===== src/sv/aocp_pkg.sv =====
// ============================================================================
// aocp_pkg : shared types and constants for the ASCII output command parser
// Transfer types, parse mode and number phase codes, and character constants.
// ============================================================================
`default_nettype none

package aocp_pkg;

    localparam int DIGITAL_CHANNELS_DEF = 8;
    localparam int ANALOG_CHANNELS_DEF  = 2;
    localparam int COUNTER_CHANNELS_DEF = 2;

    localparam int DIGITAL_WIDTH = 8;
    localparam int ANALOG_WIDTH  = 12;
    localparam int CLEAR_WIDTH   = 2;
    localparam int INDEX_WIDTH   = 3;
    localparam int NUMBER_WIDTH  = 13;

    localparam logic [NUMBER_WIDTH-1:0] NUMBER_MAX   = 13'd8191;
    localparam logic [NUMBER_WIDTH-1:0] ANALOG_LIMIT = 13'd4096;
    localparam logic [NUMBER_WIDTH-1:0] DIGITAL_LIMIT = 13'd2;

    localparam logic [7:0] CHAR_NUL   = 8'h00;
    localparam logic [7:0] CHAR_TAB   = 8'h09;
    localparam logic [7:0] CHAR_CRET  = 8'h0D;
    localparam logic [7:0] CHAR_SPACE = 8'h20;
    localparam logic [7:0] CHAR_PLUS  = 8'h2B;
    localparam logic [7:0] CHAR_COMMA = 8'h2C;
    localparam logic [7:0] CHAR_MINUS = 8'h2D;
    localparam logic [7:0] CHAR_ZERO  = 8'h30;
    localparam logic [7:0] CHAR_NINE  = 8'h39;
    localparam logic [7:0] CHAR_A     = 8'h41;
    localparam logic [7:0] CHAR_C     = 8'h43;
    localparam logic [7:0] CHAR_D     = 8'h44;
    localparam logic [7:0] CHAR_O     = 8'h4F;
    localparam logic [7:0] CHAR_R     = 8'h52;

    typedef enum logic [1:0] {
        MODE_NONE,
        MODE_DO,
        MODE_AO,
        MODE_CR
    } mode_t;

    typedef enum logic [1:0] {
        PH_LEADING,
        PH_SIGN,
        PH_DIGITS,
        PH_DONE
    } phase_t;

    typedef struct packed {
        logic [1:0]              length;
        logic [7:0]              first_char;
        logic [7:0]              second_char;
        phase_t                  phase;
        logic                    negative;
        logic [NUMBER_WIDTH-1:0] value;
    } token_t;

    localparam token_t TOKEN_CLEAR = '{
        length:      2'd0,
        first_char:  8'd0,
        second_char: 8'd0,
        phase:       PH_LEADING,
        negative:    1'b0,
        value:       13'd0
    };

    typedef struct packed {
        logic [7:0] payload_byte;
        logic       end_of_report;
    } item_t;

    typedef struct packed {
        logic [DIGITAL_WIDTH-1:0] digital_pins;
        logic [ANALOG_WIDTH-1:0]  analog_word_zero;
        logic [ANALOG_WIDTH-1:0]  analog_word_one;
        logic [CLEAR_WIDTH-1:0]   counter_clear;
        logic                     pins_updated;
    } result_t;

endpackage

`default_nettype wire


===== src/sv/aocp_token.sv =====
// ============================================================================
// aocp_token : token character update
// Records the first two characters and reads the token as an atoi number.
// ============================================================================
`default_nettype none

module aocp_token
    import aocp_pkg::*;
(
    input  token_t     cur,
    input  logic [7:0] ch,
    output token_t     nxt
);

    logic                      is_space;
    logic                      is_sign;
    logic                      is_digit;
    logic [NUMBER_WIDTH+3:0]   scaled;

    assign is_space = (ch == CHAR_SPACE) || ((ch >= CHAR_TAB) && (ch <= CHAR_CRET));
    assign is_sign  = (ch == CHAR_PLUS) || (ch == CHAR_MINUS);
    assign is_digit = (ch >= CHAR_ZERO) && (ch <= CHAR_NINE);

    // value * 10 + digit
    assign scaled = {1'b0, cur.value, 3'b000} + {3'b000, cur.value, 1'b0}
                  + (NUMBER_WIDTH+4)'(ch - CHAR_ZERO);

    always_comb
    begin
        nxt = cur;
        if (cur.length == 2'd0)
        begin
            nxt.first_char = ch;
        end
        else if (cur.length == 2'd1)
        begin
            nxt.second_char = ch;
        end
        if (cur.length != 2'd3)
        begin
            nxt.length = cur.length + 2'd1;
        end

        priority if ((cur.phase == PH_LEADING) && is_space)
        begin
        end
        else if ((cur.phase == PH_LEADING) && is_sign)
        begin
            nxt.negative = (ch == CHAR_MINUS);
            nxt.phase    = PH_SIGN;
        end
        else if (cur.phase != PH_DONE)
        begin
            if (is_digit)
            begin
                nxt.value = (scaled > (NUMBER_WIDTH+4)'(NUMBER_MAX)) ? NUMBER_MAX
                                                                    : scaled[NUMBER_WIDTH-1:0];
                nxt.phase = PH_DIGITS;
            end
            else
            begin
                nxt.phase = PH_DONE;
            end
        end
        else
        begin
        end
    end

endmodule

`default_nettype wire


===== src/sv/ascii_output_command_parser_core.sv =====
// ============================================================================
// ascii_output_command_parser_core : report payload command parser
// Splits the payload into comma tokens, selects DO/AO/CR modes, writes the
// digital and analog shadows and drives them out at the end of each report.
// ============================================================================
// Usage
//   item channel   : one payload byte per transfer, end_of_report on the last.
//   result channel : exactly one result per byte, in order; it carries the
//                    driven pin levels, the counter clear pulse caused by that
//                    byte, and pins_updated on the byte that ended a report.
//   Order          : an item passes the input register, then the result
//                    register, before its result is valid.
//   Throughput     : one byte per cycle unless stalled; all token, number and
//                    shadow updates are done in one pass between registers.
//   Stall          : item_stall rises only while the result register is full
//                    and result_stall is high; the pipeline then holds.
//   Reset          : mode none, index zero, token cleared, shadows and driven
//                    outputs zero; no result is pending.
// ============================================================================
`default_nettype none

module ascii_output_command_parser_core
    import aocp_pkg::*;
#(
    parameter int DIGITAL_CHANNELS = DIGITAL_CHANNELS_DEF,
    parameter int ANALOG_CHANNELS  = ANALOG_CHANNELS_DEF,
    parameter int COUNTER_CHANNELS = COUNTER_CHANNELS_DEF
)
(
    input  logic    clk,
    input  logic    rst_n,
    input  logic    item_valid,
    output logic    item_stall,
    input  item_t   item,
    output logic    result_valid,
    input  logic    result_stall,
    output result_t result
);

    localparam logic [INDEX_WIDTH-1:0] DIG_LAST = INDEX_WIDTH'(DIGITAL_CHANNELS - 1);
    localparam logic [INDEX_WIDTH-1:0] ANA_LAST = INDEX_WIDTH'(ANALOG_CHANNELS - 1);
    localparam logic [INDEX_WIDTH-1:0] DIG_CNT  = INDEX_WIDTH'(DIGITAL_CHANNELS);
    localparam logic [INDEX_WIDTH-1:0] ANA_CNT  = INDEX_WIDTH'(ANALOG_CHANNELS);
    localparam logic [DIGITAL_WIDTH-1:0] DIG_MASK =
        DIGITAL_WIDTH'((1 << DIGITAL_CHANNELS) - 1);
    localparam int ANA_ONE = (ANALOG_CHANNELS > 1) ? 1 : 0;

    logic                     stage_valid_reg;
    item_t                    stage_item_reg;
    logic                     result_valid_reg;
    result_t                  result_reg;
    result_t                  result_next;

    mode_t                    mode_reg,    mode_next;
    logic [INDEX_WIDTH-1:0]   index_reg,   index_next;
    token_t                   token_reg,   token_next;
    logic                     ended_reg,   ended_next;
    logic [DIGITAL_WIDTH-1:0] dshadow_reg, dshadow_next;
    logic [DIGITAL_WIDTH-1:0] ddriven_reg, ddriven_next;
    logic [ANALOG_WIDTH-1:0]  ashadow_reg  [ANALOG_CHANNELS];
    logic [ANALOG_WIDTH-1:0]  ashadow_next [ANALOG_CHANNELS];
    logic [ANALOG_WIDTH-1:0]  adriven_reg  [ANALOG_CHANNELS];
    logic [ANALOG_WIDTH-1:0]  adriven_next [ANALOG_CHANNELS];

    logic                     advance;
    logic                     last;
    logic                     is_nul;
    logic                     is_comma;
    logic                     take;
    logic                     fire;
    token_t                   taken;
    token_t                   tok;
    logic                     kw_do, kw_ao, kw_cr;
    logic                     neg;
    logic [NUMBER_WIDTH-1:0]  v;
    logic [INDEX_WIDTH-1:0]   dig_idx;
    logic [INDEX_WIDTH-1:0]   ana_idx;
    logic [CLEAR_WIDTH-1:0]   pulse;

    assign advance      = !result_valid_reg || !result_stall;
    assign item_stall   = !advance;
    assign result_valid = result_valid_reg;
    assign result       = result_reg;

    assign last     = stage_item_reg.end_of_report;
    assign is_nul   = (stage_item_reg.payload_byte == CHAR_NUL);
    assign is_comma = (stage_item_reg.payload_byte == CHAR_COMMA);
    assign take     = !ended_reg && !is_nul && !is_comma;

    aocp_token u_token
    (
        .cur (token_reg),
        .ch  (stage_item_reg.payload_byte),
        .nxt (taken)
    );

    assign tok  = take ? taken : token_reg;
    assign fire = !ended_reg && (is_nul || is_comma || last) && (tok.length != 2'd0);

    assign kw_do = (tok.length == 2'd2) && (tok.first_char == CHAR_D)
                && (tok.second_char == CHAR_O);
    assign kw_ao = (tok.length == 2'd2) && (tok.first_char == CHAR_A)
                && (tok.second_char == CHAR_O);
    assign kw_cr = (tok.length == 2'd2) && (tok.first_char == CHAR_C)
                && (tok.second_char == CHAR_R);
    assign v     = tok.value;
    assign neg   = tok.negative && (tok.value != '0);

    assign dig_idx = (index_reg > DIG_LAST) ? (index_reg - DIG_CNT) : index_reg;
    assign ana_idx = (index_reg > ANA_LAST) ? (index_reg - ANA_CNT) : index_reg;

    always_comb
    begin
        mode_next    = mode_reg;
        index_next   = index_reg;
        dshadow_next = dshadow_reg;
        ashadow_next = ashadow_reg;
        pulse        = '0;
        if (fire)
        begin
            priority if (kw_do)
            begin
                mode_next  = MODE_DO;
                index_next = '0;
            end
            else if (kw_ao)
            begin
                mode_next  = MODE_AO;
                index_next = '0;
            end
            else if (kw_cr)
            begin
                mode_next = MODE_CR;
            end
            else if (!neg)
            begin
                unique case (mode_reg)
                    MODE_DO:
                    begin
                        index_next = dig_idx;
                        if (v < DIGITAL_LIMIT)
                        begin
                            dshadow_next[dig_idx] = v[0];
                            index_next = (dig_idx == DIG_LAST) ? '0 : dig_idx + 1'b1;
                        end
                    end
                    MODE_AO:
                    begin
                        index_next = ana_idx;
                        if (v < ANALOG_LIMIT)
                        begin
                            for (int j = 0; j < ANALOG_CHANNELS; j++)
                            begin
                                if (ana_idx == INDEX_WIDTH'(j))
                                begin
                                    ashadow_next[j] = v[ANALOG_WIDTH-1:0];
                                end
                            end
                            index_next = (ana_idx == ANA_LAST) ? '0 : ana_idx + 1'b1;
                        end
                    end
                    MODE_CR:
                    begin
                        for (int k = 0; k < CLEAR_WIDTH; k++)
                        begin
                            if ((k < COUNTER_CHANNELS) && (v == NUMBER_WIDTH'(k)))
                            begin
                                pulse[k] = 1'b1;
                            end
                        end
                    end
                    MODE_NONE:
                    begin
                    end
                    default:
                    begin
                    end
                endcase
            end
            else
            begin
            end
        end
        if (last)
        begin
            index_next = '0;
        end
    end

    always_comb
    begin
        token_next   = (last || fire) ? TOKEN_CLEAR : tok;
        ended_next   = last ? 1'b0 : (ended_reg || is_nul);
        ddriven_next = last ? (dshadow_next & DIG_MASK) : ddriven_reg;
        if (last)
        begin
            adriven_next = ashadow_next;
        end
        else
        begin
            adriven_next = adriven_reg;
        end

        result_next.digital_pins     = ddriven_next;
        result_next.analog_word_zero = adriven_next[0];
        result_next.analog_word_one  = (ANALOG_CHANNELS > 1) ? adriven_next[ANA_ONE] : '0;
        result_next.counter_clear    = pulse;
        result_next.pins_updated     = last;
    end

    always_ff @(posedge clk or negedge rst_n)
    begin
        if (!rst_n)
        begin
            stage_valid_reg  <= 1'b0;
            result_valid_reg <= 1'b0;
            mode_reg         <= MODE_NONE;
            index_reg        <= '0;
            token_reg        <= TOKEN_CLEAR;
            ended_reg        <= 1'b0;
            dshadow_reg      <= '0;
            ddriven_reg      <= '0;
            for (int j = 0; j < ANALOG_CHANNELS; j++)
            begin
                ashadow_reg[j] <= '0;
                adriven_reg[j] <= '0;
            end
        end
        else if (advance)
        begin
            stage_valid_reg  <= item_valid;
            result_valid_reg <= stage_valid_reg;
            if (stage_valid_reg)
            begin
                mode_reg    <= mode_next;
                index_reg   <= index_next;
                token_reg   <= token_next;
                ended_reg   <= ended_next;
                dshadow_reg <= dshadow_next;
                ddriven_reg <= ddriven_next;
                ashadow_reg <= ashadow_next;
                adriven_reg <= adriven_next;
            end
        end
    end

    always_ff @(posedge clk)
    begin
        if (advance && item_valid)
        begin
            stage_item_reg <= item;
        end
        if (advance && stage_valid_reg)
        begin
            result_reg <= result_next;
        end
    end

endmodule

`default_nettype wire


===== config.mk =====
export PLATFORM = sky130hd
export DESIGN_NAME = ascii_output_command_parser_core
export DESIGN_NICKNAME = d
export VERILOG_FILES = /design/src/sv/aocp_pkg.sv /design/src/sv/aocp_token.sv /design/src/sv/ascii_output_command_parser_core.sv
export SDC_FILE = /design/constraint.sdc
export NUM_CORES = 1
export LEC_CHECK = 0
export ABC_AREA = 1
export BUFFER_PORTS_ARGS = -buffer_cell sky130_fd_sc_hd__buf_2
export CORE_MARGIN = 2
export CORE_UTILIZATION = 40
export CTS_BUF_LIST = sky130_fd_sc_hd__clkbuf_4 sky130_fd_sc_hd__clkbuf_8
export DETAILED_ROUTE_END_ITERATION = 10
export PLACE_DENSITY_LB_ADDON = 0.3
export SLEW_MARGIN = 30
export SYNTH_ARGS = -nofsm -noshare
export SYNTH_HDL_FRONTEND = slang
export SYNTH_SLANG_ARGS = --single-unit

===== constraint.sdc =====
create_clock -name clk -period 4.5 [get_ports clk]
set_clock_uncertainty 0.15 [all_clocks]
set_input_delay 0.225 -clock clk [delete_from_list [all_inputs] [get_ports clk]]
set_output_delay 0.225 -clock clk [all_outputs]
set_load 0.03 [all_outputs]

==> qor.yml <==
outcome:
  status: "finished with violations"
  violations: "negative setup slack"
job:
  maxCapViolations: 0
synthesis:
  ys.flop_type: "dfrtp_1"
  yosysUniqueCellTypes: 46
  synth.avg_cell_area_um2: 7.98
  synthesis.area_um2: 9220
  yosys_warnings: 0
  async_reset_ff_share_pct: 70.7
  synth_edf_count: 44
  ys_seq_elements: 150
  synth_seq_area_share_pct: 43.1
  syn_nets: 1211
  synth_cells: 1155
final_layout:
  finish.utilization_pct: 51.4
  drive_gt1_share_pct: 29.3
  seq_area_um2: 3970
  area_growth_pct: 26.4
  largest_reg_flops: 35
  multi_input_area_um2: 5130
  final_area_um2: 11600
  diodes: 0
  fillers: 2095
  fin_nets: 1342
floorplanning:
  core_region_area_um2: 22600
  start_util_pct: 40.7
  die_w_um: 156
  die_y_um: 156
  row_count: 55
  io_pins: 50
  die-area_um2: 24300
sta:
  period_share_pct: 100
  drv_slew: 0
  setup_ws_ps: -4.74
  rsz0062_at_grt: "yes"
  worst_hold_slack_ps: 146
  fin_crit_ps: 4500
  worst_slew_pin_slew_ps: 888
  max-slew-margin-rel_pct: 40.8
  max_freq_mhz: 222
  finalHoldViolCount: 0
  setup_viol: 1
global_route:
  grt_use_total_pct: 19.0
  grt-ovfl-total: 0
  antenna_found_initial: 0
  grt_start_max_net_pins: 101
  first_global_vias: 7617
  grt_pass1_wl_um: 37200
placed_design:
  pre_cts_ws_ps: -193
  hpwlAfterDp_um: 15500
  gp_congestion: 0.889
  dpl_cell_area_um2: 10100
  io_buffers: 49
drt:
  num_vias: 8023
  drt-initial-drc-count: 439
  drc: 0
  vias_per_cell: 5.07
  ant_nets: 0
  wl_per_cell_um: 14.5
  drt_wl_total_um: 23000
  dr.pass1.iters: 7
worst_setup_path:
  crit_path_end_kind: "flip-flop"
  cp.required_ps: 4560
  crit_path_top_delay_cell: "fa_1"
  critical_path.startpoint_type: "flip-flop"
  crit_type: "flip-flop to flip-flop"
  path_max_fanout: 12
  path_common_cell: "nand2_2"
  arrival_ps: 4560
  slowest_delay_ps: 580
pwr:
  leakage_nw: 5.59
  vdd_drop_max_v: 0.000203
  power.density_nw_per_um2: 416
  power_mw: 4.85
clock_network:
  clk_pin_slew_worst_paths_ps: 90
  cts_tree: "built"
  clockBufferDepth: 2
  cts_max_level: 4
  cts.sinks: 150
  clockRootBuffer: "clkbuf_8"
  clk_latency_ps: 460
  numCtsBuffers: 17
hold_path:
  hold_class: "primary input to async pin"
-- routing by layer --
metal  vias up  global-route usage [%]  share of wire [%]
li1       4043                       -                  -
met1      3809                    25.0                 46
met2       133                    32.1                 48
met3        38                    3.00                3.1
met4         0                    6.25                2.3
met5         -                       0                  0
-- path summary, 6_finish.rpt --
kind,cells past startpoint,slack (ps),startpoint,endpoint
worst min-delay path,2,150,rst_n,token_reg[22]$_DFFE_PN0P_
worst max-delay path,28,-5,stage_item_reg[6]$_DFFE_PP_,result[23]$_DFFE_PP_
worst min register to register,2,320,adriven_reg[11]$_DFFE_PN0P_,adriven_reg[11]$_DFFE_PN0P_
max in group asynchronous,3,3130,rst_n,ashadow_reg[1]$_DFFE_PN0P_
worst max register to register,28,-5,stage_item_reg[6]$_DFFE_PP_,result[23]$_DFFE_PP_
min in group clk,2,310,item[0],last$_DFFE_PP_
-- metrics by stage --
| stage | setup TNS [ps] | cells |
|---|---|---|
| after CTS | 0 | 1562 |
| after global routing | -16080 | 1584 |
| after floorplan | 0 | 1155 |
| final | -4.74 | 1584 |
| after detailed placement | -8700 | 1514 |
| after global placement | -3710 | 1514 |
-- cell usage after synthesis, types with 5 or more instances --
cell | instances | area share (%)
fa_1 | 12 | 2.6
dfrtp_1 | 106 | 29
xor2_1 | 5 | 0.48
ha_1 | 31 | 4.2
inv_1 | 145 | 5.9
a21boi_1 | 12 | 0.98
a21boi_0 | 8 | 0.65
o22ai_1 | 20 | 1.4
buf_6 | 5 | 0.61
a31oi_1 | 12 | 0.81
inv_2 | 10 | 0.41
nor3_1 | 11 | 0.60
o211ai_1 | 12 | 0.98
nor2_2 | 8 | 0.54
or2_2 | 20 | 1.4
nand4_1 | 33 | 2.2
buf_2 | 11 | 0.60
nand2_1 | 327 | 13
o21ai_2 | 14 | 1.3
edfxtp_1 | 44 | 14
a21oi_1 | 11 | 0.60
nand2_2 | 11 | 0.75
nor2_1 | 60 | 2.4
nor2_4 | 9 | 1.1
o21a_1 | 12 | 0.98
o21ai_1 | 27 | 1.5
nand3_1 | 86 | 4.7
clkbuf_1 | 26 | 1.1
o21ai_0 | 36 | 2.0
-- placed cells by master (no fill, tap or decap), types with 5 or more instances in the layout --
| cell type | n |
|---|---|
| nand2_1 | 278 |
| inv_1 | 137 |
| dfrtp_1 | 106 |
| buf_4 | 77 |
| nand3_1 | 67 |
| nand2_2 | 49 |
| buf_2 | 49 |
| nor2_1 | 44 |
| edfxtp_1 | 44 |
| nand4_1 | 33 |
| o21ai_0 | 30 |
| o21ai_1 | 29 |
| or2_2 | 20 |
| o22ai_1 | 20 |
| ha_1 | 20 |
| nor2_4 | 19 |
| clkbuf_8 | 18 |
| inv_2 | 16 |
| nand3_2 | 16 |
| a21boi_1 | 16 |
| nor2_2 | 14 |
| o21ai_2 | 14 |
| dlygate4sd3_1 | 13 |
| nand2_4 | 12 |
| o21a_1 | 12 |
| a31oi_1 | 12 |
| o211ai_1 | 12 |
| fa_1 | 12 |
| ha_4 | 11 |
| buf_6 | 10 |
| nor3_1 | 8 |
| a21oi_1 | 6 |
| a21oi_2 | 6 |
| xor2_1 | 5 |
| nand3_4 | 5 |
-- logic make-up after synthesis --
family          count (synthesis)  synth area share, %
fa+ha+maj                      43                 6.82
simple gates                  579                 28.4
mux                             2                0.244
flops                         150                 43.1
compound gates                170                 11.7
xor+xnor                        9                0.855
buf+inv                       202                 8.83
-- cell type report --
type / count / share of cell area [%]
Tap cell: 285 / 3.06
Multi-Input combinational cell: 804 / 44.1
Clock inverter: 13 / 1.26
Inverter: 158 / 5.17
Sequential cell: 150 / 34.1
Clock buffer: 19 / 2.19
Timing Repair inverter: 1 / 0.0645
Timing Repair Buffer: 154 / 10.1
-- power breakdown --
| part | leakage [nW] | internal, mW | switching, mW |
|---|---|---|---|
| clock network | 0.200 | 0.520 | 0.559 |
| logic | 3.64 | 0.719 | 1.12 |
| registers | 1.74 | 1.75 | 0.184 |
-- worst max-delay path, delay by kind of cell (launching register included) --
| family | cells | cell delay, ps |
|---|---|---|
| simple gates | 19 | 1790 |
| fa+ha+maj | 3 | 1000 |
| buf+inv | 4 | 530 |
| flops | 1 | 470 |
| compound gates | 2 | 290 |
-- timing repair --
| action | in CTS | in global routing |
|---|---|---|
| buffers inserted | 2 | 17 |
| gates resized for setup | 30 | 152 |
| gates cloned | 1 | 4 |
| pin swaps | 8 | 55 |
| endpoints found under the setup margin | 94 | 101 |
| hold buffers | 13 | 0 |
| endpoints found under the hold margin | 53 | 0 |
Note: power is estimated with default switching activity, not from simulation.
